--- config.mk ---
export PLATFORM = sky130hd
export DESIGN_NAME = pprast_div
export DESIGN_NICKNAME = d
export VERILOG_FILES = /design/src/rtl/pprast_pkg.sv /design/src/rtl/pprast_div.sv
export SDC_FILE = /design/constraint.sdc
export NUM_CORES = 1
export LEC_CHECK = 0
export ABC_AREA = 1
export BUFFER_PORTS_ARGS = -buffer_cell sky130_fd_sc_hd__buf_2
export CORE_MARGIN = 3
export CORE_UTILIZATION = 45
export CTS_CLUSTER_SIZE = 10
export DETAILED_ROUTE_END_ITERATION = 10
export GPL_TIMING_DRIVEN = 0
export HOLD_SLACK_MARGIN = 0.08
export PLACE_DENSITY = 0.62
export SLEW_MARGIN = 20
export SYNTH_ARGS = -nofsm -noshare
export SYNTH_HDL_FRONTEND = slang
export SYNTH_SLANG_ARGS = --single-unit
--- constraint.sdc ---
create_clock -name clk -period 4.9 [get_ports clk]
set_clock_uncertainty 0.15 [all_clocks]
set_input_delay 0.735 -clock clk [delete_from_list [all_inputs] [get_ports clk]]
set_output_delay 0.735 -clock clk [all_outputs]
set_load 0.05 [all_outputs]
--- src/rtl/pprast_pkg.sv ---
// Shared constants, command codes and types for the page-packed rasterizer.
// No dependencies.
package pprast_pkg;
  localparam int DisplayWidth = 128;
  localparam int DisplayHeight = 64;
  localparam int PageRows = 8;
  localparam int CoordW = 11;

  typedef enum logic [2:0] {
    MODE_CLEAR = 3'd0,
    MODE_PIXEL = 3'd1,
    MODE_RECT  = 3'd2,
    MODE_ROUND = 3'd3,
    MODE_TRI   = 3'd4,
    MODE_READ  = 3'd5
  } mode_t;

  typedef struct packed {
    logic start;
    logic signed [23:0] num;
    logic signed [12:0] den;
  } div_req_t;

  typedef struct packed {
    logic busy;
    logic done;
    logic signed [23:0] quo;
  } div_rsp_t;
endpackage

--- src/rtl/pprast_div.sv ---
// Shared restoring divider, one quotient bit per cycle, truncating toward zero.
// Depends on pprast_pkg.
module pprast_div (
  input  logic                clk,
  input  logic                rst,
  input  pprast_pkg::div_req_t req,
  output pprast_pkg::div_rsp_t rsp
);
  logic [23:0] rem_mag;
  logic [23:0] quo;
  logic [23:0] num_mag;
  logic [12:0] den_mag;
  logic [4:0]  cnt;
  logic        neg;
  logic        busy;
  logic        done;
  logic [24:0] trial;

  assign trial = {rem_mag, num_mag[23]} - {12'd0, den_mag};

  always_ff @(posedge clk) begin
    if (rst) begin
      busy <= 1'b0;
      done <= 1'b0;
    end else begin
      done <= 1'b0;
      if (req.start) begin
        busy <= 1'b1;
        neg <= req.num[23] ^ req.den[12];
        num_mag <= req.num[23] ? 24'(-req.num) : 24'(req.num);
        den_mag <= req.den[12] ? 13'(-req.den) : 13'(req.den);
        rem_mag <= '0;
        quo <= '0;
        cnt <= 5'd24;
      end else if (busy) begin
        num_mag <= {num_mag[22:0], 1'b0};
        if (!trial[24]) begin
          rem_mag <= trial[23:0];
          quo <= {quo[22:0], 1'b1};
        end else begin
          rem_mag <= {rem_mag[22:0], num_mag[23]};
          quo <= {quo[22:0], 1'b0};
        end
        cnt <= cnt - 5'd1;
        if (cnt == 5'd1) begin
          busy <= 1'b0;
          done <= 1'b1;
        end
      end
    end
  end

  assign rsp.busy = busy;
  assign rsp.done = done;
  assign rsp.quo = neg ? 24'(-quo) : quo;
endmodule

==> results of run 1 <==
where the power goes:
group / internal (uW) / switching, uW
Combinational: 185 / 381
Clock: 410 / 292
Sequential: 947 / 32.2
Total: 1540 / 706
registers in the layout, indices dropped and copies added, names as in the netlist:
name / flops
rem_mag: 24
den_mag: 13
num_mag: 24
quo: 24
neg: 1
done: 1
cnt: 5
busy: 1
worst max-delay path, cell delays in order (launching register included):
cell                       delay (ns)
sky130_fd_sc_hd__edfxtp_1        0.42
sky130_fd_sc_hd__inv_1           0.12
sky130_fd_sc_hd__ha_1            0.22
sky130_fd_sc_hd__inv_1           0.07
sky130_fd_sc_hd__nor3_1          0.29
sky130_fd_sc_hd__inv_1           0.10
sky130_fd_sc_hd__nor4_1          0.24
sky130_fd_sc_hd__xor2_1          0.18
sky130_fd_sc_hd__nand2_1         0.06
sky130_fd_sc_hd__o21ai_0         0.12
sky130_fd_sc_hd__buf_2           0.32
cell type report:
type / instances / area [um2] / area share
multi-input cells: 593 / 3149 / 0.4211
plain buffers: 25 / 146.4 / 0.01957
clock inverters: 2 / 35.03 / 0.004685
clock buffers: 14 / 254.0 / 0.03396
repair buffers: 67 / 412.9 / 0.05521
well taps: 180 / 225.2 / 0.03012
inverters: 128 / 483.0 / 0.06458
flip-flops and latches: 93 / 2773 / 0.3708
synth_stat cells (2+ instances only):
master	n	share of area
sky130_fd_sc_hd__nand3b_1	11	0.013
sky130_fd_sc_hd__or2_2	3	0.0029
sky130_fd_sc_hd__inv_1	120	0.069
sky130_fd_sc_hd__o21ai_0	30	0.023
sky130_fd_sc_hd__nand2_2	13	0.012
sky130_fd_sc_hd__o21a_1	2	0.0023
sky130_fd_sc_hd__o31ai_1	4	0.0046
sky130_fd_sc_hd__inv_2	6	0.0034
sky130_fd_sc_hd__buf_1	5	0.0029
sky130_fd_sc_hd__xor2_1	49	0.066
sky130_fd_sc_hd__nor4_1	6	0.0057
sky130_fd_sc_hd__buf_8	2	0.0046
sky130_fd_sc_hd__buf_4	6	0.0069
sky130_fd_sc_hd__nand4_1	14	0.013
sky130_fd_sc_hd__xnor2_1	7	0.0094
sky130_fd_sc_hd__a31oi_1	6	0.0057
sky130_fd_sc_hd__nand2_4	2	0.0034
sky130_fd_sc_hd__ha_1	18	0.034
sky130_fd_sc_hd__nor3_1	13	0.010
sky130_fd_sc_hd__nor2_2	2	0.0019
sky130_fd_sc_hd__nand2_1	202	0.12
sky130_fd_sc_hd__o21ai_2	2	0.0027
sky130_fd_sc_hd__a21oi_2	8	0.011
sky130_fd_sc_hd__nand3_1	61	0.047
sky130_fd_sc_hd__dfxtp_1	2	0.0061
sky130_fd_sc_hd__a21oi_1	15	0.011
sky130_fd_sc_hd__nor2_1	115	0.066
sky130_fd_sc_hd__edfxtp_1	91	0.42
sky130_fd_sc_hd__clkbuf_1	11	0.0063
cells by family (layout without fill, tap and decap cells):
kind of cell	Yosys count	in the layout	share of synthesized area
compound gates	69	69	0.06239
buf+inv	153	236	0.09627
xor+xnor	56	56	0.07502
simple gates	449	449	0.3047
flops	93	93	0.4241
fa+ha+maj	19	19	0.03751
routing by layer:
metal / part of all wire / up-vias / track usage
met5: 0 / - / 0
met4: 0.017 / 0 / 0.05047
met3: 0.047 / 14 / 0.04253
met2: 0.45 / 111 / 0.2923
met1: 0.48 / 2433 / 0.2613
li1: - / 2863 / -
metrics by stage:
| stage | cells | setup TNS [ns] |
|---|---|---|
| 2_1_floorplan | 839 | 0 |
| 3_3_place_gp | 1082 | -21.15 |
| 3_5_place_dp | 1086 | 0 |
| 4_1_cts | 1102 | 0 |
| 6_report | 1102 | 0 |
| 5_1_grt | 1102 | 0 |
worst paths after layout:
path	start	slack, ns	to
worst max-delay path	quo[0]	1.53	rsp[16]
worst min-delay path	num_mag[13]	0.37	num_mag[14]
worst max register to register	num_mag[23]	2.30	rem_mag[1]
worst min register to register	num_mag[13]	0.37	num_mag[14]
==> results.yml, run 1 <==
placed_design:
  place.detailed.hpwl_um: 11310
  gp_routability_congestion: 0.9008
  io_buffer_count: 63
  placedInstanceArea_um2: 7189
  placement.setup.worst_slack_ns: 1.894
clock_tree:
  cts_post_setup_buffers_inserted: 0
  worstSkewPairLatency_ns: 0.35
  cts.repair.resized: 0
  cts-htree-levels: 3
  tritoncts.num_buffers: 9
  cts_tree: "built"
  cts.root.buffer_cell: "sky130_fd_sc_hd__clkbuf_16"
  post_cts_hold_buffer_count: 0
  ctsLongestPathBuffers: 2
  cts.sinks: 93
  clk_transition_reported_paths_ns: 0.06
sta:
  worst_slew_margin_rel: 0.4611
  final.hold.worst_slack_ns: 0.3680
  rsz_0062_raised_after_global_routing: "no"
  achievable_clock_frequency_mhz: 297.1
  report.final.setup_viol: 0
  layout_setup_ws_ns: 1.535
  tightestPinTransition_ns: 0.8083
  min_cycle_time_layout_ns: 3.365
  final-hold-violation-count: 0
  finalCritPeriodShare: 0.6868
  slew_violations: 0
layout:
  filler_cell_count: 1340
  postLayoutCoreUtil: 0.5326
  mostFrequentLayoutCells: "sky130_fd_sc_hd__nand2_1, sky130_fd_sc_hd__inv_1, sky130_fd_sc_hd__nor2_1"
  final_cell_area_um2: 7478
  layout_overhead_on_the_synthesized_area_pct: 14.39
  post_route_cells_drive_above_1_share: 0.1432
  mostFrequentLayoutCell: "sky130_fd_sc_hd__nand2_1"
  finalNetCount: 976
  antenna_cells: 0
floorplanning:
  die_area_um2: 16010
  die_width_um: 126.5
  floorplan.die.height_um: 126.5
  placementRows: 43
  num_io_pins: 66
  initial_core_util: 0.4656
  coreArea_um2: 14040
routing:
  routed_wire_length_per_instance_um: 13.25
  route.detailed.drc: 0
  drt-initial-drc-count: 348
  antenna_left: 0
  routed-via-count: 5421
  finalWirelength_um: 14600
  detail_route.vias_per_cell: 4.919
  drt-pass1-iter-count: 5
yosys:
  count_of_unique_library_cells_instantiated_by_yosys: 42
  syn-cell-area_um2: 6538
  synthesis.yosys.warnings: 0
  syn_nets: 898
  number_of_synthesized_flops_with_an_enable_pin: 91
  synth_flop_cell: "sky130_fd_sc_hd__edfxtp_1"
  ys_seq_elements: 93
  ys_seq_area_frac: 0.4241
  synthesis.area_per_instance_um2: 7.792
  syn-instance-count: 839
  proportion_of_synthesized_flip_flops_having_asynchronous_set_or_reset: 0
global_routing:
  largest_net_degree_at_the_start_of_global_routing: 24
  grt_pass1_wl_um: 24210
  vias_in_the_first_global_route: 5049
  overflow: 0
  global_route_usage_over_all_layers: 0.1864
  initial_antenna_violation_count: 0
worst_setup_path:
  logic_depth_of_the_worst_register_to_register_path: 15
  cp.arrival_ns: 2.48
  cp-start-kind: "register"
  crit_path_class: "register to primary output"
  cp.required_ns: 4.01
  worst-path-max-fanout: 4
  setup.worst_path.end_class: "primary output"
power:
  power_leakage_uw: 0.003448
  totalPowerFinal_uw: 2247
  powerDensity_nw_per_um2: 300.5
  vdd_ir_drop_max_v: 0.0002132
flow_run:
  drv_cap: 0
status:
  status: "finished clean"
min_path:
  min-delay-path-class: "register to register"
  instance_count_along_the_most_critical_hold_path: 2
(Power assumes the default switching activity.)
==> inputs of run 2 (changes only) <==
PLACE_DENSITY = 0.6   (was 0.62)
clock period = 3.2 ns   (was 4.9 ns; I/O delays follow)
==> run 2 against run 1 <==
Effect of this change:
- hold slack got worse by 0.16 ns
- sequential power increased by 53%
- setup slack got worse by 1.3 ns
- highest routed layer unchanged
- final area increased by 0.47%
- clock power increased by 64%
==> results.yml, run 2 (synthesis results as in run 1) <==
min_path:
  min_delay_worst_endpoint: "den_mag[0]"
  min-delay-path-class: "input port to register"
  instance_count_along_the_most_critical_hold_path: 1
  hold_path_startpoint: "req[0]"
clock_tree:
  cts.sinks: 93
  cts.repair.resized: 0
  cts_post_setup_buffers_inserted: 0
  ctsLongestPathBuffers: 2
  clk_transition_reported_paths_ns: 0.07
  worstSkewPairLatency_ns: 0.34
  cts-htree-levels: 3
  cts.root.buffer_cell: "sky130_fd_sc_hd__clkbuf_16"
  tritoncts.num_buffers: 9
  post_cts_hold_buffer_count: 0
  cts_tree: "built"
global_routing:
  initial_antenna_violation_count: 0
  overflow: 0
  global_route_usage_over_all_layers: 0.1891
  groute.layer.met1.usage: 0.2490
  largest_net_degree_at_the_start_of_global_routing: 23
  grt_most_used_layer: "met2"
  grt_use_met3: 0.03074
  grt_pass1_wl_um: 24890
  use_met2: 0.3185
  vias_in_the_first_global_route: 5361
routing:
  routed-via-count: 5567
  antenna_left: 0
  finalWirelength_um: 14760
  route.detailed.drc: 0
  drt-pass1-iter-count: 5
  routed_wire_length_per_instance_um: 13.39
  detail_route.vias_per_cell: 5.052
  drt-initial-drc-count: 311
sta:
  achievable_clock_frequency_mhz: 336.5
  tightestPinTransition_ns: 0.7945
  report.final.setup_viol: 0
  slew_violations: 0
  final.hold.worst_slack_ns: 0.2075
  min_cycle_time_layout_ns: 2.972
  worst_slew_margin_rel: 0.4703
  final-hold-violation-count: 0
  setup-tns-final_ns: 0
  finalCritPeriodShare: 0.9287
worst_setup_path:
  worst-path-max-fanout: 5
  rrSetupSlack_ns: 0.57
  timing.critical_path.slowest_stage_cell: "sky130_fd_sc_hd__edfxtp_1"
  cp-start-kind: "register"
  r2r-end: "rem_mag[5]"
  critPathBufInv: 2
  critical_path.most_common_cell: "sky130_fd_sc_hd__nand3_1"
  slowest_delay_ns: 0.43
  cp.arrival_ns: 2.34
  setup.worst_path.end_class: "primary output"
  timing.critical_path.cells: "inv_1, nand3_1, nor2_1, nand2_1, nor2_2, nand3_1, o21ai_2, xor2_1, buf_2"
  logic_depth_of_the_worst_register_to_register_path: 15
  cp.required_ns: 2.57
  critPathTopFamily: "simple AND/OR/NAND/NOR gates"
  crit_path_class: "register to primary output"
  regToRegStartpoint: "num_mag[23]"
layout:
  mostFrequentLayoutCells: "sky130_fd_sc_hd__nand2_1, sky130_fd_sc_hd__inv_1, sky130_fd_sc_hd__nor2_1"
  post_route_cells_drive_above_1_share: 0.1464
  area_of_all_sequential_standard_cells_um2: 2773
  filler_cell_count: 1388
  mostFrequentLayoutCell: "sky130_fd_sc_hd__nand2_1"
  multi_input_combinational_cell_area_um2: 3154
  finish.cell_count_without_fillers: 1102
  antenna_cells: 0
  top_flop_regs: "num_mag x24, quo x24, rem_mag x24"
  layout_overhead_on_the_synthesized_area_pct: 14.93
  finalNetCount: 976
power:
  p_comb_frac: 0.249
  switching_share: 0.3132
  clock_power_share: 0.326
  p_sw_uw: 1105
  power.share.sequential: 0.425
  totalPowerFinal_uw: 3527
  vdd_ir_drop_max_v: 0.0003139
  cellInternalPower_uw: 2422
  powerDensity_nw_per_um2: 469.4
  power_leakage_uw: 0.003456
floorplanning:
  floorplan.die.height_um: 126.5
  num_io_pins: 66
  coreArea_um2: 14040
  initial_core_util: 0.4656
  die_area_um2: 16010
  placementRows: 43
  die_width_um: 126.5
flow_run:
  drv_cap: 0
placed_design:
  place.detailed.hpwl_um: 11570
  io_buffer_count: 63
  gp_routability_congestion: 0.9085
  place.detailed.instances: 1086
status:
  status: "finished clean"
run 2: per-layer routing:
metal,wire length [um],up-vias,share of wire
met3,588,20,0.040
met1,6833,2554,0.46
li1,-,2867,-
met5,0,-,0
met4,250,0,0.017
met2,7086,126,0.48
run 2: layout make-up:
class / instances / share of cell area
Clock inverter: 5 / 0.01116
Sequential cell: 93 / 0.3690
Tap cell: 180 / 0.02998
Buffer: 25 / 0.01948
Clock buffer: 11 / 0.03097
Multi-Input combinational cell: 593 / 0.4198
Inverter: 128 / 0.06428
Timing Repair Buffer: 67 / 0.05529
run 2: worst max path at each step:
stage | slack [ns] | from | cells past startpoint | end
floorplan | 0.52 | quo[4] | 8 | rsp[19]
global placement | -0.28 | req[37] | 3 | rem_mag[9]
detailed placement | 0.46 | quo[0] | 10 | rsp[16]
CTS | 0.07 | quo[0] | 10 | rsp[16]
global route | -0.002 | quo[2] | 9 | rsp[19]
finish | 0.23 | quo[2] | 9 | rsp[19]
run 2: per-stage QoR:
| step | worst slack, ns | cell area [um2] | utilization |
|---|---|---|---|
| 2_1_floorplan | 0.5219 | 6549 | - |
| 3_3_place_gp | -0.2812 | 7089 | 0.5049 |
| 3_5_place_dp | 0.4602 | 7189 | 0.5120 |
| 4_1_cts | 0.06744 | 7506 | 0.5345 |
| 5_1_grt | -0.002419 | 7513 | 0.5351 |
| 6_report | 0.2281 | 7513 | 0.5351 |
run 2: power groups by stage:
stage | registers [uW] | clock network, uW | logic, uW
3_3_place_gp | 1530 | 0 | 844
3_5_place_dp | 1520 | 0 | 879
4_1_cts | 1500 | 1180 | 882
5_1_grt | 1510 | 1230 | 983
2_1_floorplan | 1510 | 0 | 659
6_report | 1500 | 1150 | 879
==> inputs of run 3 (changes only) <==
BUFFER_PORTS_ARGS = unset   (was -buffer_cell sky130_fd_sc_hd__buf_2)
DONT_BUFFER_PORTS = 1   (was unset)
PLACE_DENSITY = 0.56   (was 0.6)
==> run 3 against run 2 <==
Effect of this change:
- power decreased by 5.7%
- critical endpoint is now rsp[13]
- count of clock-buffer cells in the layout is 2 higher
- first-iteration DRC count increased by 1.6%
- largest cell class unchanged
- combinational power shrank 7.2%
- cell count decreased by 5.5%
- sequential share of layout area is 1.6 points higher
- routed wire length increased by 1.6%
- register-to-register slack about the same
- fmax is 3.6% lower
==> results.yml, run 3 (synthesis results as in run 1) <==
sta:
  achievable_clock_frequency_mhz: 324.4
  tightestPinTransition_ns: 1.048
  worst_slew_margin_rel: 0.2970
  slew_violations: 0
  report.final.setup_viol: 0
  min_cycle_time_layout_ns: 3.082
  finalCritPeriodShare: 0.9632
  rsz_0062_raised_after_global_routing: "no"
  final-hold-violation-count: 0
layout:
  filler_cell_count: 1368
  finish.cell_count_without_fillers: 1041
  finalNetCount: 915
  final_cell_area_um2: 7208
  layout_overhead_on_the_synthesized_area_pct: 10.26
  mostFrequentLayoutCells: "sky130_fd_sc_hd__nand2_1, sky130_fd_sc_hd__inv_1, sky130_fd_sc_hd__nor2_1"
  antenna_cells: 0
  top_flop_regs: "num_mag x24, quo x24, rem_mag x24"
  multi_input_combinational_cell_area_um2: 3203
  area_of_all_sequential_standard_cells_um2: 2773
  post_route_cells_drive_above_1_share: 0.09059
  mostFrequentLayoutCell: "sky130_fd_sc_hd__nand2_1"
routing:
  route.detailed.drc: 0
  drt-initial-drc-count: 316
  antenna_left: 0
  finalWirelength_um: 14990
  routed-via-count: 5399
  drt-pass1-iter-count: 4
  detail_route.vias_per_cell: 5.186
  routed_wire_length_per_instance_um: 14.40
placed_design:
  placedInstanceArea_um2: 6862
  place.detailed.hpwl_um: 11530
  gp_routability_congestion: 0.8843
  io_buffer_count: 0
  place.detailed.instances: 1023
worst_setup_path:
  logic_depth_of_the_worst_register_to_register_path: 15
  slowest_delay_ns: 0.80
  timing.critical_path.slowest_stage_cell: "sky130_fd_sc_hd__xor2_1"
  setup.worst_path.end_class: "primary output"
  critPathTopFamily: "XOR/XNOR gates"
  r2r-end: "rem_mag[3]"
  cp.arrival_ns: 2.45
  timing.critical_path.cells: "inv_1, nand3_1, nor2_1, nand2_1, nor2_2, a31oi_1, xor2_1"
  rrSetupSlack_ns: 0.57
  cp-start-kind: "register"
  cp.required_ns: 2.57
  worst-path-max-fanout: 5
  regToRegStartpoint: "num_mag[23]"
  crit_path_class: "register to primary output"
  critPathBufInv: 1
power:
  clock_power_share: 0.304
  switching_share: 0.3248
  vdd_ir_drop_max_v: 0.0002713
  power_leakage_uw: 0.003205
  powerDensity_nw_per_um2: 461.6
  power.share.sequential: 0.451
  p_sw_uw: 1081
  p_comb_frac: 0.245
  cellInternalPower_uw: 2246
clock_tree:
  cts-htree-levels: 3
  clk_transition_reported_paths_ns: 0.07
  cts.sinks: 93
  worstSkewPairLatency_ns: 0.34
  cts_post_setup_buffers_inserted: 0
  cts.root.buffer_cell: "sky130_fd_sc_hd__clkbuf_16"
  cts_tree: "built"
  ctsLongestPathBuffers: 2
  tritoncts.num_buffers: 9
min_path:
  instance_count_along_the_most_critical_hold_path: 2
  min_delay_worst_endpoint: "num_mag[0]"
  hold_path_startpoint: "req[13]"
  min-delay-path-class: "input port to register"
floorplanning:
  coreArea_um2: 14040
  die_area_um2: 16010
  num_io_pins: 66
  die_width_um: 126.5
  placementRows: 43
  floorplan.die.height_um: 126.5
  initial_core_util: 0.4656
global_routing:
  vias_in_the_first_global_route: 5256
  overflow: 0
  grt_pass1_wl_um: 24780
  initial_antenna_violation_count: 0
  largest_net_degree_at_the_start_of_global_routing: 23
  global_route_usage_over_all_layers: 0.1895
status:
  status: "finished clean"
flow_run:
  drv_cap: 0
run 3: changes by cell type in the layout (fill, tap and decap cells not counted), moves of 2 or more:
cell | before | now
sky130_fd_sc_hd__o21ai_0 | 30 | 25
sky130_fd_sc_hd__o21ai_1 | 1 | 5
sky130_fd_sc_hd__clkinv_4 | 0 | 2
sky130_fd_sc_hd__clkinvlp_4 | 2 | 0
sky130_fd_sc_hd__buf_2 | 62 | 0
sky130_fd_sc_hd__xor2_1 | 49 | 43
sky130_fd_sc_hd__bufinv_16 | 2 | 0
sky130_fd_sc_hd__xor2_2 | 0 | 6
sky130_fd_sc_hd__dlygate4sd3_1 | 0 | 2
run 3: through the flow:
stage	TNS, ns	worst slack (ns)	utilization	power, uW	hold WS (ns)
final	0	0.1178	0.5133	3327	0.1627
after global routing	0	0.006343	0.5133	3518	0.1560
after CTS	0	0.03136	0.5114	3365	0.1415
after detailed placement	0	0.2705	0.4886	2335	0.3622
after global placement	-12.35	-0.1664	0.4824	2305	0.3538
after floorplan	0	0.5219	-	2169	0.3444
run 3: power groups by stage:
stage / clock (uW) / combinational, uW / sequential, uW
2_1_floorplan: 0 / 659 / 1510
3_3_place_gp: 0 / 779 / 1530
3_5_place_dp: 0 / 811 / 1520
4_1_cts: 1050 / 820 / 1500
5_1_grt: 1100 / 913 / 1510
6_report: 1010 / 816 / 1500
run 3: repair_timing:
item                                    CTS  global route
hold endpoints to repair                  2             0
pin swaps                                 0             1
gates cloned                              0             0
resized for setup                         4             4
hold buffers                              2             0
endpoints found under the setup margin    4             6
run 3: how the worst max path moves through the flow:
stage / slack (ns) / depth (start not counted) / to / startpoint
2_1_floorplan: 0.52 / 8 / rsp[19] / quo[4]
3_3_place_gp: -0.17 / 2 / rem_mag[13] / req[37]
3_5_place_dp: 0.27 / 7 / rsp[8] / quo[0]
4_1_cts: 0.03 / 8 / rsp[21] / quo[2]
5_1_grt: 0.006 / 8 / rsp[19] / quo[2]
6_report: 0.12 / 7 / rsp[13] / quo[2]
run 3: layout make-up:
| cell class | instances | area share |
|---|---|---|
| clock buffer | 13 | 0.03472 |
| buffer | 25 | 0.02031 |
| multi-input combinational | 593 | 0.4444 |
| inverter | 128 | 0.06700 |
| tap | 180 | 0.03124 |
| timing repair buffer | 6 | 0.01458 |
| sequential | 93 | 0.3847 |
| clock inverter | 3 | 0.003124 |
run 3: metal layers:
metal  vias up  GRT usage  wire (um)
met1      2492     0.2447       6992
met3        23    0.03368        734
li1       2741          -          -
met4         0    0.07886        321
met5         -          0          0
met2       143     0.3148       6944
run 3: worst register-to-register path: stages (launching register included):
cell and delay, ns:
sky130_fd_sc_hd__edfxtp_1 0.39, sky130_fd_sc_hd__inv_1 0.07, sky130_fd_sc_hd__ha_1 0.13, sky130_fd_sc_hd__inv_1 0.06
sky130_fd_sc_hd__fa_1 0.40, sky130_fd_sc_hd__nand2_1 0.08, sky130_fd_sc_hd__nand2_1 0.08, sky130_fd_sc_hd__nand3_1 0.08
sky130_fd_sc_hd__nand2_1 0.16, sky130_fd_sc_hd__nand3_2 0.15, sky130_fd_sc_hd__nand3_4 0.13, sky130_fd_sc_hd__nand2_8 0.14
sky130_fd_sc_hd__inv_4 0.05, sky130_fd_sc_hd__buf_8 0.13, sky130_fd_sc_hd__nor2_1 0.12, sky130_fd_sc_hd__nor2_1 0.06
